### src/hdl/priority_aging_scheduler_assert.svh
// assertion macros for the priority aging scheduler
`ifndef PRIORITY_AGING_SCHEDULER_ASSERT_SVH
`define PRIORITY_AGING_SCHEDULER_ASSERT_SVH

// same-cycle implication, checked outside reset
`define PAS_ASSERT_NOW(lbl, ante, cons, msg) \
    lbl: assert property (@(posedge clk) disable iff (!rst_n) (ante) |-> (cons)) else $error(msg);

// next-cycle implication, checked outside reset
`define PAS_ASSERT_NEXT(lbl, ante, cons, msg) \
    lbl: assert property (@(posedge clk) disable iff (!rst_n) (ante) |=> (cons)) else $error(msg);

`endif

### src/hdl/pas_pkg.sv
// shared types, constants and codes of the priority aging scheduler
package pas_pkg;

    localparam int SLOTS      = 64;
    localparam int SLOT_BITS  = $clog2(SLOTS);
    localparam int TIME_BITS  = 32;
    localparam int LEVEL_BITS = 4;
    localparam int RUN_BITS   = 16;
    localparam int ID_BITS    = 32;

    localparam logic [2:0] ACT_ALLOC     = 3'd0;
    localparam logic [2:0] ACT_SET_STATE = 3'd1;
    localparam logic [2:0] ACT_SET_LEVEL = 3'd2;
    localparam logic [2:0] ACT_PASS      = 3'd3;
    localparam logic [2:0] ACT_RUN_END   = 3'd4;

    localparam logic [2:0] SS_UNUSED   = 3'd0;
    localparam logic [2:0] SS_USED     = 3'd1;
    localparam logic [2:0] SS_RUNNABLE = 3'd3;
    localparam logic [2:0] SS_RUNNING  = 3'd4;
    localparam logic [2:0] SS_ZOMBIE   = 3'd5;

    localparam logic [1:0] RS_DONE = 2'd0;
    localparam logic [1:0] RS_NONE = 2'd1;
    localparam logic [1:0] RS_BAD  = 2'd2;

    localparam logic [2:0] OP_ALLOC = 3'd0;
    localparam logic [2:0] OP_SWEEP = 3'd1;
    localparam logic [2:0] OP_PICK  = 3'd2;
    localparam logic [2:0] OP_STATE = 3'd3;
    localparam logic [2:0] OP_LEVEL = 3'd4;
    localparam logic [2:0] OP_RUN   = 3'd5;

    localparam logic [2:0] CFG_THRESHOLD = 3'd0;
    localparam logic [2:0] CFG_PERIOD    = 3'd1;
    localparam logic [2:0] CFG_USE_LIMIT = 3'd2;
    localparam logic [2:0] CFG_LOWEST    = 3'd3;
    localparam logic [2:0] CFG_HIGHEST   = 3'd4;
    localparam logic [2:0] CFG_DEFAULT   = 3'd5;

    typedef struct packed {
        logic [2:0]            state;
        logic [LEVEL_BITS-1:0] cur;
        logic [LEVEL_BITS-1:0] base;
        logic [TIME_BITS-1:0]  wait_since;
        logic [RUN_BITS-1:0]   run_count;
        logic [ID_BITS-1:0]    slot_id;
    } slot_row_t;

    typedef struct packed {
        logic [31:0]           age_limit;
        logic [15:0]           aging_period;
        logic [15:0]           cpu_use_limit;
        logic [LEVEL_BITS-1:0] lowest_level;
        logic [LEVEL_BITS-1:0] highest_level;
        logic [LEVEL_BITS-1:0] default_level;
    } cfg_t;

    typedef struct packed {
        logic unused;
        logic compete;
        logic bad;
    } alu_flags_t;

endpackage

### src/hdl/pas_slot_alu.sv
// shared slot update unit: one table row in, its updated row out
module pas_slot_alu
    import pas_pkg::*;
(
    input  logic [2:0]           op,
    input  slot_row_t            row_in,
    input  cfg_t                 cfg,
    input  logic                 age_en,
    input  logic [2:0]           new_state,
    input  logic                 stamp_wait,
    input  logic [LEVEL_BITS-1:0] level,
    input  logic [TIME_BITS-1:0] now,
    input  logic [ID_BITS-1:0]   next_id,
    output slot_row_t            row_out,
    output alu_flags_t           flags
);

    slot_row_t            aged;
    logic [TIME_BITS-1:0] waited;
    logic [RUN_BITS-1:0]  run_inc;

    always_comb
    begin
        row_out = row_in;
        aged    = row_in;
        waited  = now - row_in.wait_since;
        run_inc = row_in.run_count;
        unique case (op)
            OP_ALLOC:
            begin
                row_out.state      = SS_USED;
                row_out.cur        = cfg.default_level;
                row_out.base       = cfg.default_level;
                row_out.wait_since = '0;
                row_out.run_count  = '0;
                row_out.slot_id    = next_id;
            end
            OP_SWEEP:
            begin
                // aging first, then wait tracking on the aged row
                if (age_en && row_in.state == SS_RUNNABLE && row_in.cur > cfg.highest_level
                    && waited > cfg.age_limit)
                begin
                    aged.cur        = row_in.cur - 1'b1;
                    aged.wait_since = now;
                end
                row_out = aged;
                if (aged.state == SS_RUNNABLE && aged.wait_since == '0)
                    row_out.wait_since = now;
                else if (aged.state == SS_RUNNING)
                    row_out.wait_since = '0;
            end
            OP_PICK:
            begin
                row_out.state = SS_RUNNING;
                if (row_in.cur < row_in.base)
                    row_out.cur = row_in.base;
            end
            OP_STATE:
            begin
                if (new_state <= SS_ZOMBIE)
                begin
                    row_out.state = new_state;
                    if (new_state == SS_RUNNABLE && stamp_wait)
                        row_out.wait_since = now;
                end
            end
            OP_LEVEL:
            begin
                if (level <= cfg.lowest_level)
                begin
                    row_out.cur  = level;
                    row_out.base = level;
                end
            end
            OP_RUN:
            begin
                if (row_in.run_count != '1)
                    run_inc = row_in.run_count + 1'b1;
                row_out.run_count = run_inc;
                if (run_inc > cfg.cpu_use_limit && row_in.cur < cfg.lowest_level)
                    row_out.cur = row_in.cur + 1'b1;
            end
            default: ;
        endcase
        flags.unused  = (row_in.state == SS_UNUSED);
        flags.compete = (row_out.state == SS_RUNNABLE) && (row_out.cur <= cfg.lowest_level);
        flags.bad     = ((op == OP_STATE) && (new_state > SS_ZOMBIE))
                     || ((op == OP_LEVEL) && (level > cfg.lowest_level));
    end

endmodule

### config.mk
export PLATFORM = sky130hd
export DESIGN_NAME = pas_slot_alu
export DESIGN_NICKNAME = d
export VERILOG_FILES = /design/src/hdl/priority_aging_scheduler_assert.svh /design/src/hdl/pas_pkg.sv /design/src/hdl/pas_slot_alu.sv
export SDC_FILE = /design/constraint.sdc
export NUM_CORES = 1
export LEC_CHECK = 0
export ABC_CLOCK_PERIOD_IN_PS = 14000
export BUFFER_PORTS_ARGS = -buffer_cell sky130_fd_sc_hd__buf_2
export CORE_AREA = 8 8 224 119
export DETAILED_ROUTE_END_ITERATION = 6
export DIE_AREA = 0 0 232 127
export SLEW_MARGIN = 30
export SYNTH_ARGS = -nofsm -noshare
export SYNTH_HDL_FRONTEND = slang
export SYNTH_SLANG_ARGS = --single-unit
export TNS_END_PERCENT = 5
### constraint.sdc
create_clock -name vclk -period 14
set_clock_uncertainty 0.1 [all_clocks]
set_input_delay 1.4 -clock vclk [all_inputs]
set_output_delay 1.4 -clock vclk [all_outputs]
set_load 0.005 [all_outputs]
* After elaboration in Yosys (flattened, before gate mapping)
Cells that the tools add are included.
** Word-level totals
- Register bits :: 0
- Input bits :: 243
- Output and inout bits :: 94
- Word-level logic and storage cells :: 56
** Cells by class
- $add $sub $neg :: 4
- $lt $le $gt $ge :: 10
- Equal/unequal tests :: 10
- Muxes and demuxes :: 19
- Reduce and logical (&&, ||, !) cells :: 13
** Operator list (count)
- 32-bit two-way mux :: 7
- 32-bit one-hot mux with 3 select lines :: 1
- 32-bit greater-than comparator :: 1
- 32-bit logical NOT :: 1
- 16-bit two-way mux :: 2
- 16-bit one-hot mux with 2 select lines :: 1
- 32-bit subtractor :: 1
- 4-bit one-hot mux with 5 select lines :: 1
- 16-bit by 1-bit adder with 16-bit output, second input constant :: 1
- 16-bit greater-than comparator :: 1
- 16-bit != test, second input constant :: 1
- 3-bit by 2-bit equality test with 1-bit output, second input constant :: 5
- 4-bit two-way mux :: 3
- 3-bit equality test, second input constant :: 3
- 1-bit logical AND :: 9
- 3-bit one-hot mux with 3 select lines :: 1
- 4-bit greater-than comparator :: 2
- 4-bit less-or-equal comparator :: 2
- 4-bit < comparator :: 2
- 8-bit two-way mux :: 1
- 4-bit one-hot mux with 2 select lines :: 1
- 3-bit logical NOT :: 2
- 4-bit by 1-bit adder with 4-bit output, second input constant :: 1
- 4-bit by 1-bit subtractor with 4-bit output, second input constant :: 1
- other kinds (5) :: 5

* Longest topological paths before layout
Gate-level depths: netlist of the first run.
- Depth after elaboration :: 10
- Mapped depth :: 29
- Mapped depth without buffers :: 29

* Worst setup path after synthesis of the first run
No wires, ideal clock.
- Path type :: input port to output port
- From :: input port now[0]
- To :: output port flags[1] (netlist name)
- Arrival :: 6.319 ns
- Data required time :: 12.500 ns
- Slack :: 6.181 ns
- Stages on the path :: 29
- Buffers on the path :: 0
- Cell sequence :: inv_1 ha_1 inv_1 fa_1 a211oi_1 o21ai_0 and4bb_2 a21o_1 a211oi_1 o31ai_1 a21oi_1 xnor2_1 ha_1 nand4_2 nor4_2 nand4_1 and2_4 and2_4 o211ai_1 a41oi_1 o22a_1 ha_1 nor2b_1 o21ai_0 nand2b_1 a21oi_1 a41o_1 nand2_1 nor3b_1
** RTL lines
- start, declared :: RTL line pas_slot_alu.sv:12 : input logic [TIME_BITS-1:0] now,
- end, declared :: RTL line pas_slot_alu.sv:15 : output alu_flags_t flags

==> impl_metrics.tcl, run 1 <==
set metrics [dict create \
    grt_start_max_net_pins 37 \
    worstSetupEndpoint "flags[1]" \
    syn_nets 1306 \
    dieArea_mm2 0.0295 \
    fmax_mhz 103 \
    startpoint "now[0]" \
    postCtsSetupBuffers 0 \
    clock_buffers 0 \
    dp_hpwl_um 25300 \
    synth_compound_area_share_pct 32.8 \
    power.total_mw 0.320 \
    start_util_pct 26.5 \
    max-vdd-ir-drop_mv 0.0180 \
    post_route_cells_drive_above_1_share_pct 28.5 \
    synth.area.mux_share_pct 5.99 \
    finalMaxSlewViolations 0 \
    cts_resized 0 \
    antenna_found_initial 3 \
    crit_family "compound AO/OA/AOI/OAI gates" \
    rsz0062_at_grt "no" \
    grt_overflow 0 \
    postSynthAreaPerCell_um2 6.45 \
    relSlewSlack_pct 37.7 \
    crit_path_end_kind "primary output" \
    worst_ep_arrival_time_ns 8.25 \
    fin_nets 1599 \
    setup_violations 0 \
    ff_latch_area_um2 0 \
    drt_wl_total_um 29200 \
    cp_max_fo 5 \
    synth_top_family_by_area "compound AO/OA/AOI/OAI gates" \
    period_minus_slack_ns 9.75 \
    wl_per_cell_um 18.6 \
    crit_type "input pin to primary output" \
    yosys_warnings 0 \
    placed_cell_area_mm2 0.00809 \
    stdcell_area_mm2 0.00810 \
    ys_seq_area_share_pct 0 \
    cpMostUsedCell "ha_1" \
    status "completed" \
    synth_xor_xnor_area_share_pct 5.37 \
    grt_pass1_vias 7619 \
    ant_nets 0 \
    crit_buf_inv 4 \
    num_vias 8289 \
    final_util_pct 34.6 \
    tns_ns 0 \
    drt-initial-drc-count 651 \
    nFillCells 2577 \
    gp_congestion 0.967 \
    holdBufCountCts 0 \
    cp.depth 31 \
    syn_area_mm2 0.00620 \
    worstMarginPinSlew_ns 0.931 \
    track_usage_pct 18.2 \
    power.leakage_nw 4.48 \
    final_common_cell "buf_2" \
    pwr_density_cell_mw_per_mm2 39.5 \
    hp-class "input pin to primary output" \
    final_cell_mix "buf_2 (321), nand2_1 (148), inv_1 (103)" \
    syn_inst 962 \
    portBuffers 321 \
    startpoint_type "input pin" \
    cap_violations 0 \
    critical_path.max_stage_delay_ns 0.70 \
    vias_per_cell 5.28 \
    grt_pass1_wl_um 44100 \
    yosys.cell_types.count 73 \
    drc 0 \
    cpMaxStageDelayCell "a211oi_1" \
    synth-simple-area-share_pct 26.2 \
    dieHeight_um 127 \
    die_x_um 232 \
    period_share_pct 69.7 \
    area_growth_pct 30.5 \
    design.seq.count 0 \
    hold_viol_final 0 \
    ios 337 \
    firstDrtPassIters 7 \
    rows 40 \
    synth_fa_ha_area_share_pct 20.5 \
    core-area_mm2 0.0234 \
    required_ns 12.50 \
]
where the power goes:
group	switching, mW	leakage, nW	internal (mW)
clock network	0	0.00000634	0.00000000967
logic	0.183	4.48	0.137
registers	0	0	0
total	0.183	4.48	0.137
worst min path at each step:
stage                startpoint          end  cells past startpoint
global route         next_id[1]   row_out[1]                      4
finish              next_id[11]  row_out[11]                      4
detailed placement   next_id[8]   row_out[8]                      4
CTS                  next_id[8]   row_out[8]                      4
floorplan            row_in[90]     flags[2]                      1
global placement    next_id[12]  row_out[12]                      4
kinds of logic after synthesis:
| kind of cell | after synthesis |
|---|---|
| XOR/XNOR | 38 |
| adder cells (fa/ha/maj) | 101 |
| multiplexers | 37 |
| AO/OA/AOI/OAI | 304 |
| AND/OR/NAND/NOR | 341 |
| buffers and inverters | 141 |
synthesized netlist by cell type, drive strengths merged, types with 3 or more instances:
library cell,number,area (um^2)
nor2,71,267
nor3,16,91.3
a22oi,33,248
o211ai,14,110
mux2i,36,360
xnor2,29,254
and3,12,77.6
o2111ai,3,26.3
nand2,148,556
nor2b,13,81.3
nand4,18,131
a21oi,62,318
o31ai,12,90.1
a211o,6,52.6
a31oi,8,50.1
a211oi,15,135
clkbuf,30,113
xor2,9,78.8
o22ai,9,56.3
o21a,12,90.1
nand3,16,92.6
a22o,8,70.1
o21bai,6,45.0
ha,100,1250
or3,7,43.8
o21ai,71,359
or2,3,18.8
o311ai,4,35.0
a21o,19,143
nand2b,8,50.1
and2,7,48.8
inv,103,387
nor4,15,106
buf,7,65.1
tightest hold or removal path: stages:
cell	delay, ns
buf_2	0.07
nand2_1	0.04
nand2_1	0.04
buf_2	0.10
final cells by class:
class                      count  area (um^2)  share of cell area, %
inverter                     104          390                   4.82
multi-input combinational    821         5650                   69.8
timing repair buffer         328         1660                   20.5
antenna                        1         2.50                 0.0309
tap                          315          394                   4.87
per-stage QoR:
step / setup slack (ns) / hold WS [ns] / instances
3_5_place_dp: 4.51 / 2.95 / 1568
2_1_floorplan: 6.18 / 2.73 / 962
5_1_grt: 3.90 / 2.97 / 1569
4_1_cts: 4.48 / 2.95 / 1568
6_report: 4.25 / 2.95 / 1569
3_3_place_gp: 4.74 / 2.95 / 1568
routing by layer:
layer	GRT usage (%)	vias up	part of all wire [%]	routed length, um
li1	-	4084	-	-
met2	27.4	411	41	12000
met4	2.03	2	1.2	343
met5	0	-	0.045	13
met1	27.4	3766	48	14000
met3	3.03	26	9.7	2830
Power figures use the tool's default switching activity.
==> inputs of run 2 (changes only) <==
ABC_CLOCK_PERIOD_IN_PS = 9900   (was 14000)
clock period = 9.9 ns   (was 14 ns; I/O delays follow)
==> run 2 against run 1 <==
  * Sequential share of layout area did not move
  * Sequential cell count did not move
  * Worst hold slack got worse by 0.82 ns
  * First-iteration DRC count rose by 7.8%
  * Cell area barely moved
  * Die area did not move
  * Via count rose by 0.46%
  * Critical path depth did not move
  * Cell count barely moved
  * Non-clock buffer count did not move
  * Power rose by 42%
  * Global-route usage barely moved
  * Critical endpoint unchanged
==> impl_metrics.tcl, run 2 (synthesis results as in run 1) <==
set metrics [dict create \
    vias_per_cell 5.30 \
    required_ns 8.81 \
    cp_max_fo 5 \
    rows 40 \
    cts_resized 0 \
    dp_worst_setup_slack_ns 1.34 \
    worstMarginPinSlew_ns 0.979 \
    dp_hpwl_um 25200 \
    ant_nets 0 \
    grt_pass1_wl_um 44300 \
    ios 337 \
    wl_per_cell_um 18.6 \
    core-area_mm2 0.0234 \
    final.setup.worst_slack_ns 1.08 \
    hp-class "input pin to primary output" \
    dieArea_mm2 0.0295 \
    rsz0062_at_grt "no" \
    area_growth_pct 30.6 \
    holdBufCountCts 0 \
    num_vias 8327 \
    final_cell_mix "buf_2 (321), nand2_1 (148), inv_1 (103)" \
    clock_buffers 0 \
    grt_start_max_net_pins 37 \
    postCtsSetupBuffers 0 \
    antenna_found_initial 4 \
    hold_viol_final 0 \
    crit_path_end_kind "primary output" \
    pwr_density_cell_mw_per_mm2 56.0 \
    tns_ns 0 \
    die_x_um 232 \
    post_route_cells_drive_above_1_share_pct 28.5 \
    drt-initial-drc-count 702 \
    relSlewSlack_pct 34.5 \
    gp_congestion 0.934 \
    max-vdd-ir-drop_mv 0.0241 \
    period_minus_slack_ns 8.82 \
    cpMaxStageDelayCell "a211oi_1" \
    cap_violations 0 \
    dieHeight_um 127 \
    grt_overflow 0 \
    critical_path.max_stage_delay_ns 0.68 \
    ff_latch_area_um2 0 \
    crit_type "input pin to primary output" \
    portBuffers 321 \
    track_usage_pct 18.3 \
    status "completed" \
    setup_violations 0 \
    power.leakage_nw 4.48 \
    finalMaxSlewViolations 0 \
    fin_nets 1599 \
    design.seq.count 0 \
    fmax_mhz 113 \
    cpMostUsedCell "ha_1" \
    final_common_cell "buf_2" \
    firstDrtPassIters 6 \
    startpoint_type "input pin" \
    drc 0 \
    grt_pass1_vias 7688 \
    start_util_pct 26.5 \
    drt_wl_total_um 29200 \
    worst_ep_arrival_time_ns 7.73 \
    period_share_pct 89.0 \
]
==> run 2: cell count changes in the layout (fill, tap and decap cells not counted), sizes merged <==
cell   delta
diode     +1
==> run 2: report_power, final <==
part | switching (mW) | internal [mW]
logic | 0.259 | 0.194
registers | 0 | 0
clock network | 0 | 0.0000000271
==> run 2: layer usage <==
metal  part of all wire [%]  global-route usage [%]  wire length, um
met5                  0.045                       0               13
met4                   0.89                    1.84              261
met3                     10                    3.54             2920
met2                     42                    27.4            12200
met1                     47                    27.3            13800
==> run 2: cell type report <==
class / instances / area (um^2)
Inverter: 104 / 390
Antenna cell: 2 / 5.00
Tap cell: 315 / 394
Timing Repair Buffer: 328 / 1660
Multi-Input combinational cell: 821 / 5650
Fill cell: 2600 / 15300
==> run 2: path summary, 6_finish.rpt <==
kind / to / depth (start not counted) / start / slack (ns)
worst max-delay path: flags[1] / 31 / now[0] / 1.08
worst min-delay path: row_out[11] / 4 / next_id[11] / 2.13
==> run 2: critical path, delay by kind of cell <==
| kind | cells | cell delay [ns] |
|---|---|---|
| AOI/OAI and AO/OA | 12 | 2.79 |
| xor gates and xnor gates | 1 | 0.09 |
| adders and majority gates | 4 | 1.21 |
| buffers and inverters | 4 | 0.38 |
| and+or+nand+nor | 10 | 2.25 |
==> run 2: stage by stage <==
stage | cell area, um^2 | hold WS [ns] | utilization [%] | cells | power [mW]
after floorplan | 6200 | 1.91 | - | 962 | 0.272
after global placement | 8090 | 2.13 | 34.5 | 1568 | 0.435
after detailed placement | 8090 | 2.13 | 34.5 | 1568 | 0.443
after CTS | 8090 | 2.13 | 34.5 | 1568 | 0.447
after global routing | 8100 | 2.15 | 34.6 | 1570 | 0.503
final | 8100 | 2.13 | 34.6 | 1570 | 0.453
